## src/rtl/sfr_pkg.sv

```systemverilog
`timescale 1ns / 1ps
// ----------------------------------------------------------------------------
// Serial frame receiver package
// Shared types, codes and the reflected CRC-16 byte update.
// ----------------------------------------------------------------------------
package sfr_pkg;

  localparam logic [15:0] CrcPoly      = 16'h8408;
  localparam logic [7:0]  SyncReset    = 8'h02;
  localparam logic [7:0]  AddrReset    = 8'h03;
  localparam logic [7:0]  MinLen       = 8'd6;
  localparam int          CfgAddrWidth = 1;

  typedef enum logic [CfgAddrWidth-1:0] {
    REG_SYNC = 1'b0,
    REG_ADDR = 1'b1
  } cfg_reg_t;

  typedef enum logic [1:0] {
    KIND_PAYLOAD = 2'd0,
    KIND_GOOD    = 2'd1,
    KIND_BADCRC  = 2'd2,
    KIND_LENERR  = 2'd3
  } kind_t;

  typedef enum logic [3:0] {
    PH_HUNT = 4'b0001,
    PH_ADDR = 4'b0010,
    PH_LEN  = 4'b0100,
    PH_BODY = 4'b1000
  } phase_t;

  typedef struct packed {
    logic [7:0] payload_count;
    logic [7:0] command;
    logic [7:0] data_byte;
    kind_t      kind;
  } result_t;

  function automatic logic [15:0] crc_feed(input logic [15:0] crc, input logic [7:0] b);
    logic [15:0] c;
    c = crc ^ {8'h00, b};
    for (int k = 0; k < 8; k++) begin
      c = c[0] ? ((c >> 1) ^ CrcPoly) : (c >> 1);
    end
    return c;
  endfunction

endpackage

```

## src/rtl/sfr_parse.sv

```systemverilog
`timescale 1ns / 1ps
// ----------------------------------------------------------------------------
// Serial frame receiver parser
// Frame state machine, running CRC and result formation for one byte a cycle.
// ----------------------------------------------------------------------------
module sfr_parse (
  input  logic              clk,
  input  logic              rst_n,
  input  logic              byte_valid,
  input  logic [7:0]        byte_in,
  input  logic [7:0]        sync_value,
  input  logic [7:0]        device_address,
  output logic              res_valid,
  output sfr_pkg::result_t  res
);

  sfr_pkg::phase_t phase_r, phase_nxt;
  logic [7:0]  byte_count_r, byte_count_nxt;
  logic [7:0]  declared_length_r, declared_length_nxt;
  logic [15:0] running_crc_r, running_crc_nxt;
  logic [7:0]  crc_low_byte_r, crc_low_byte_nxt;
  logic [7:0]  command_held_r, command_held_nxt;
  logic [15:0] crc_in;
  logic [15:0] crc_fed;
  logic [8:0]  pos_plus2;
  logic [8:0]  len_ext;

  assign crc_in    = (phase_r == sfr_pkg::PH_HUNT) ? 16'h0000 : running_crc_r;
  assign crc_fed   = sfr_pkg::crc_feed(crc_in, byte_in);
  assign pos_plus2 = {1'b0, byte_count_r} + 9'd2;
  assign len_ext   = {1'b0, declared_length_r};

  always_comb begin
    phase_nxt           = phase_r;
    byte_count_nxt      = byte_count_r;
    declared_length_nxt = declared_length_r;
    running_crc_nxt     = running_crc_r;
    crc_low_byte_nxt    = crc_low_byte_r;
    command_held_nxt    = command_held_r;
    res_valid           = 1'b0;
    res                 = '0;
    if (byte_valid) begin
      unique case (phase_r)
        sfr_pkg::PH_HUNT: begin
          if (byte_in == sync_value) begin
            running_crc_nxt = crc_fed;
            byte_count_nxt  = 8'd1;
            phase_nxt       = sfr_pkg::PH_ADDR;
          end
        end
        sfr_pkg::PH_ADDR: begin
          if (byte_in == device_address) begin
            running_crc_nxt = crc_fed;
            byte_count_nxt  = 8'd2;
            phase_nxt       = sfr_pkg::PH_LEN;
          end else begin
            phase_nxt = sfr_pkg::PH_HUNT;
          end
        end
        sfr_pkg::PH_LEN: begin
          declared_length_nxt = byte_in;
          if (byte_in < sfr_pkg::MinLen) begin
            phase_nxt = sfr_pkg::PH_HUNT;
            res_valid = 1'b1;
            res.kind  = sfr_pkg::KIND_LENERR;
          end else begin
            running_crc_nxt = crc_fed;
            byte_count_nxt  = 8'd3;
            phase_nxt       = sfr_pkg::PH_BODY;
          end
        end
        sfr_pkg::PH_BODY: begin
          if (byte_count_r != 8'hFF) begin
            byte_count_nxt = byte_count_r + 8'd1;
          end
          if (pos_plus2 < len_ext) begin
            running_crc_nxt = crc_fed;
            if (byte_count_r == 8'd3) begin
              command_held_nxt = byte_in;
            end else begin
              res_valid     = 1'b1;
              res.kind      = sfr_pkg::KIND_PAYLOAD;
              res.data_byte = byte_in;
            end
          end else if (pos_plus2 == len_ext) begin
            crc_low_byte_nxt = byte_in;
          end else begin
            phase_nxt         = sfr_pkg::PH_HUNT;
            res_valid         = 1'b1;
            res.kind          = ({byte_in, crc_low_byte_r} == running_crc_r) ?
                                sfr_pkg::KIND_GOOD : sfr_pkg::KIND_BADCRC;
            res.command       = command_held_r;
            res.payload_count = declared_length_r - sfr_pkg::MinLen;
          end
        end
        default: begin
          phase_nxt = sfr_pkg::PH_HUNT;
        end
      endcase
    end
  end

  always_ff @(posedge clk) begin
    if (!rst_n) begin
      phase_r           <= sfr_pkg::PH_HUNT;
      byte_count_r      <= 8'd0;
      declared_length_r <= 8'd0;
      running_crc_r     <= 16'h0000;
    end else begin
      phase_r           <= phase_nxt;
      byte_count_r      <= byte_count_nxt;
      declared_length_r <= declared_length_nxt;
      running_crc_r     <= running_crc_nxt;
    end
  end

  always_ff @(posedge clk) begin
    crc_low_byte_r <= crc_low_byte_nxt;
    command_held_r <= command_held_nxt;
  end

endmodule

```

## src/rtl/sfr_skid.sv

```systemverilog
`timescale 1ns / 1ps
// ----------------------------------------------------------------------------
// Serial frame receiver output stage
// Output register with a skid register so input is taken during a stall.
// ----------------------------------------------------------------------------
module sfr_skid (
  input  logic              clk,
  input  logic              rst_n,
  input  logic              s_valid,
  output logic              s_ready,
  input  sfr_pkg::result_t  s_data,
  output logic              m_valid,
  input  logic              m_ready,
  output sfr_pkg::result_t  m_data
);

  logic             out_valid_r;
  logic             skid_valid_r;
  sfr_pkg::result_t out_data_r;
  sfr_pkg::result_t skid_data_r;
  logic             out_free;

  assign s_ready  = !skid_valid_r;
  assign m_valid  = out_valid_r;
  assign m_data   = out_data_r;
  assign out_free = !out_valid_r || m_ready;

  always_ff @(posedge clk) begin
    if (!rst_n) begin
      out_valid_r  <= 1'b0;
      skid_valid_r <= 1'b0;
    end else if (out_free) begin
      if (skid_valid_r) begin
        out_valid_r  <= 1'b1;
        skid_valid_r <= 1'b0;
      end else begin
        out_valid_r <= s_valid;
      end
    end else if (s_valid && s_ready) begin
      skid_valid_r <= 1'b1;
    end
  end

  always_ff @(posedge clk) begin
    if (out_free) begin
      out_data_r <= skid_valid_r ? skid_data_r : s_data;
    end
    if (!out_free && s_valid && s_ready) begin
      skid_data_r <= s_data;
    end
  end

endmodule

```

## src/rtl/serial_frame_receiver_crc16_check.sv

```systemverilog
`timescale 1ns / 1ps
// ----------------------------------------------------------------------------
// Serial frame receiver with CRC-16 check
// Finds frames in a received byte stream, emits payload bytes and a status.
// ----------------------------------------------------------------------------
// Each input item on in_* is one received serial byte. Frames are sync,
// address, length, command, payload, CRC low and CRC high; the length counts
// the whole frame. Each payload byte comes out on out_* as a payload item, and
// the last CRC byte yields a good or CRC-mismatch status item carrying the
// command and the payload byte count. A length below six gives a length-error
// item at once. Bytes outside a frame give no item.
// The cfg_* port sets the sync value and the device address; write it only
// while no frame is in progress.
// One byte is taken every cycle while in_tready is high. A result is
// registered in the output register after its byte is accepted; the parser
// and CRC update are combinational. While the output is stalled, bytes that give
// no result keep flowing and a skid register holds one more result; once it
// is full, in_tready drops until the cycle after the output item is taken.
// Reset puts the receiver in sync hunting, empties the output, and restores
// the sync value 0x02 and the address 0x03.
// ----------------------------------------------------------------------------
module serial_frame_receiver_crc16_check (
  input  logic                              clk,
  input  logic                              rst_n,
  input  logic                              in_tvalid,
  output logic                              in_tready,
  input  logic [7:0]                        in_tdata,   // byte_in
  output logic                              out_tvalid,
  input  logic                              out_tready,
  output logic [23:0]                       out_tdata,  // payload_count [23:16], command [15:8], data_byte [7:0]
  output logic [1:0]                        out_tuser,  // kind
  input  logic                              cfg_we,
  input  logic [sfr_pkg::CfgAddrWidth-1:0]  cfg_addr,
  input  logic [7:0]                        cfg_wdata
);

  logic [7:0]       sync_value_r;
  logic [7:0]       device_address_r;
  logic             in_accept;
  logic             res_valid;
  sfr_pkg::result_t res;
  sfr_pkg::result_t out_res;

  always_ff @(posedge clk) begin
    if (!rst_n) begin
      sync_value_r     <= sfr_pkg::SyncReset;
      device_address_r <= sfr_pkg::AddrReset;
    end else if (cfg_we) begin
      unique case (sfr_pkg::cfg_reg_t'(cfg_addr))
        sfr_pkg::REG_SYNC: sync_value_r     <= cfg_wdata;
        sfr_pkg::REG_ADDR: device_address_r <= cfg_wdata;
        default: ;
      endcase
    end
  end

  assign in_accept = in_tvalid && in_tready;

  sfr_parse u_parse (
    .clk            (clk),
    .rst_n          (rst_n),
    .byte_valid     (in_accept),
    .byte_in        (in_tdata),
    .sync_value     (sync_value_r),
    .device_address (device_address_r),
    .res_valid      (res_valid),
    .res            (res)
  );

  sfr_skid u_skid (
    .clk     (clk),
    .rst_n   (rst_n),
    .s_valid (res_valid),
    .s_ready (in_tready),
    .s_data  (res),
    .m_valid (out_tvalid),
    .m_ready (out_tready),
    .m_data  (out_res)
  );

  assign out_tdata = {out_res.payload_count, out_res.command, out_res.data_byte};
  assign out_tuser = out_res.kind;

endmodule
```

## config.mk

```make
export PLATFORM = sky130hd
export DESIGN_NAME = serial_frame_receiver_crc16_check
export DESIGN_NICKNAME = d
export VERILOG_FILES = /design/src/rtl/sfr_pkg.sv /design/src/rtl/sfr_parse.sv /design/src/rtl/sfr_skid.sv /design/src/rtl/serial_frame_receiver_crc16_check.sv
export SDC_FILE = /design/constraint.sdc
export NUM_CORES = 1
export LEC_CHECK = 0
export CORE_MARGIN = 4
export CORE_UTILIZATION = 64
export CTS_CLUSTER_SIZE = 16
export DETAILED_ROUTE_END_ITERATION = 7
export DONT_BUFFER_PORTS = 1
export PLACE_DENSITY = 0.8
export SYNTH_ARGS = -nofsm -noshare
export SYNTH_HDL_FRONTEND = slang
export SYNTH_SLANG_ARGS = --single-unit
```

## constraint.sdc

```tcl
create_clock -name clk -period 4.86 [get_ports clk]
set_input_delay 0.972 -clock clk [delete_from_list [all_inputs] [get_ports clk]]
set_output_delay 0.972 -clock clk [all_outputs]
set_load 0.02 [all_outputs]
```

==> metrics.txt <==
Final Setup Violations=0; crit path capture type=register; clock tree buffer depth=2; chip height=approximately 110 um; first-pass GRT wire length=between 20000 and 25000 um; vias in the first global route=approximately 4200; Critical Path AT=4.04 ns; part of the Yosys area used for sequential elements=51.6%; row count=35; Post-synth EDFFs=68; syn avg cell area=about 10 um^2; Ys Warns=0; Req. time, crit path=5.25 ns; Fmax=~270 MHz; CTS buffer count=17; die area=around 11000 um^2; Fillers=roughly 630; P&R area growth vs syn=9.97%; Clock Skew=roughly 0.0077 ns; drt total wl=roughly 13000 um; Switching Fraction=between 20% and 30%; DR top layer=met4; Antenna Cells=0; Mapped Nets=630; met1 WL=~5400 um; CTS root buffer=clkbuf_8; Synth area leader=edfxtp_1; Hold Fails Final Rpt=0; initial antenna violation count=0; fin crit period=about 3.6 ns; PD cells=353 nW/um^2; WS Path Type=register to register; # nets final=just over 600; Async SR Flop Fraction=0%; CTS Sinks=122; largest cells by area after synthesis=edfxtp_1, dfxtp_1, nand2_1, xnor2_1, xor2_1; die width=approximately 110 um; Tcrit/Tclk final=75.1%; Leak Pwr=about 0.0025 uW; H-tree depth=4; top cell type's share of synthesized area=between 30% and 40%; mapped cell area=~6100 um^2; Syn Inst Count=around 600; RSZ-0062 raised after global routing=false; top cells by count, synth=nand2_1, edfxtp_1, dfxtp_1; DR WL/cell=roughly 17 um; area occupied by multi-input gates=about 2700 um^2; Pins Over Slew Limit=0; pin count of the biggest net entering global routing=58; GP Congestion=0.866; most instantiated library cell after synthesis=nand2_1; Post-DP HPWL=8290 um; crit path launch type=register; boundary pin count=50; combinational group share of total power=between 3 and 4%; share of layout cells above drive strength 1=around 8%; Initial Util=roughly 65%; Primary FF master, synth=edfxtp_1; Post-DRT Antenna Nets=0; Clock transition at path regs=roughly 0.060 ns; MaxCap Viol Count=0; VDD IR max=approximately 240 uV; outcome=complete, no violations; worst-skew pair later-pin latency=roughly 0.53 ns; routed wl met3=between 700 and 800 um; Overflow after GRT=0; CTS tree=yes; switching power=about 570 uW; worst relative slew slack=between 20% and 30%; 1st-pass router iterations=5; crit-path max FO=20; setup TNS=0 ns; Vias/cell=a little under 6; Synth Register Bits=roughly 120; hold_buf cts=0; post-route worst setup slack=~1.2 ns; post-cts repair resize count=0; clock power share=a little over 50%; postcts setup bufs=0; Place WS=about 1.3 ns; Seq pwr share=roughly 47%; count of input and output buffers=0; met2 WL=6140 um; hold path depth=2; Internal Power=~1800 uW; Least-Margin Pin Slew=between 1 and 1.5 ns; GR Util All Layers=around a quarter; Reg area=3120 um^2; synth unique cells=47; DRC Markers=0; initial DRC count=roughly 360; Reg2Reg Depth=11; Hold Crit Class=register to register; Core Footprint=approximately 9200 um^2; Via Count=4268
==> critical path, stage by stage (launching register included) <==
cell and delay [ns]:
dfxtp_1 0.36, ha_1 0.25, and3_1 0.22, and3_1 0.21, xor2_1 0.14, ha_1 0.32, nand3_1 0.11, a211oi_1 0.38
and2_1 0.28, o21ai_0 0.17, nor2_1 0.83, a22o_1 0.25
==> layout make-up <==
cell class / instances / share of cell area, %
inverters: 16 / 0.903
multi-input cells: 424 / 41.0
well taps: 129 / 2.43
clock buffers: 17 / 6.22
flip-flops and latches: 122 / 46.9
repair buffers: 3 / 0.338
clock inverters: 15 / 2.20
==> registers in the layout (all words and copies together) (netlist names), 4 cells and up <==
register / cells
u_parse.declared_length_r: 8
u_parse.crc_low_byte_r: 8
u_skid.m_data: 26
u_parse.command_held_r: 8
device_address_r: 8
u_parse.running_crc_r: 16
u_parse.phase_r: 4
u_skid.skid_data_r: 26
sync_value_r: 8
u_parse.byte_count_r: 8
==> logic make-up (layout without fill, tap and decap cells) <==
family | Yosys count | count (layout) | share of synthesized area [%]
DFF | 122 | 122 | 51.6
adders and majority gates | 11 | 11 | 2.27
muxes | 16 | 16 | 2.65
xor gates and xnor gates | 74 | 74 | 10.7
buffers and inverters | 51 | 51 | 3.37
AOI/OAI and AO/OA | 94 | 94 | 10.3
and+or+nand+nor | 229 | 229 | 19.0
==> final timing paths <==
| path | from | endpoint | slack, ns |
|---|---|---|---|
| worst max-delay path | u_parse.byte_count_r[1] | u_skid.m_data[18] | 1.21 |
| worst min-delay path | device_address_r[6] | device_address_r[6] | 0.47 |
| worst max register to register | u_parse.byte_count_r[1] | u_skid.m_data[18] | 1.21 |
| worst min register to register | device_address_r[6] | device_address_r[6] | 0.47 |
==> power by group through the flow <==
stage / clock (uW) / sequential, uW / combinational [uW]
floorplan: 0 / 1120 / 78.4
global placement: 0 / 1120 / 70.8
detailed placement: 0 / 1120 / 73.2
CTS: 1190 / 1090 / 74.0
global route: 1260 / 1090 / 82.7
finish: 1180 / 1090 / 73.8
==> metal layers <==
layer | GRT usage [%] | vias to the layer above
li1 | - | 2075
met1 | 28.6 | 2032
met2 | 38.3 | 142
met3 | 6.98 | 19
met4 | 9.93 | 0
met5 | 0 | -
==> per-stage QoR <==
stage               cell area, um^2  hold WS [ns]  total power (uW)  instances  utilization [%]
floorplan                      6050         0.436              1190        597                -
global placement               6090         0.451              1190        694             65.9
detailed placement             6090         0.470              1190        694             65.9
CTS                            6650         0.479              2360        726             72.0
global route                   6650         0.504              2430        726             72.0
finish                         6650         0.474              2350        726             72.0
==> cells in the final DEF, fill, tap and decap left out, types with 3 or more instances in the layout <==
cell type | Yosys | routed
a22o_1 | 18 | 18
and3_1 | 12 | 12
a21boi_0 | 12 | 12
nand3_1 | 26 | 26
nor2_1 | 17 | 16
dfxtp_1 | 54 | 54
edfxtp_1 | 68 | 68
nor4_1 | 10 | 10
buf_4 | 1 | 3
ha_1 | 11 | 11
o21ai_0 | 19 | 19
nor2b_1 | 4 | 4
or4_1 | 4 | 4
xor2_1 | 34 | 34
xnor2_1 | 40 | 40
clkbuf_16 | 0 | 16
nand2_1 | 107 | 107
a211oi_1 | 3 | 3
or4b_2 | 3 | 3
and2_1 | 23 | 23
nand4_1 | 5 | 5
inv_8 | 0 | 4
nor3_1 | 4 | 4
a21oi_1 | 26 | 26
inv_1 | 16 | 16
mux2i_1 | 16 | 16
or3_1 | 4 | 4
o31ai_1 | 4 | 4
inv_6 | 0 | 6
Power figures use the tool's default switching activity.
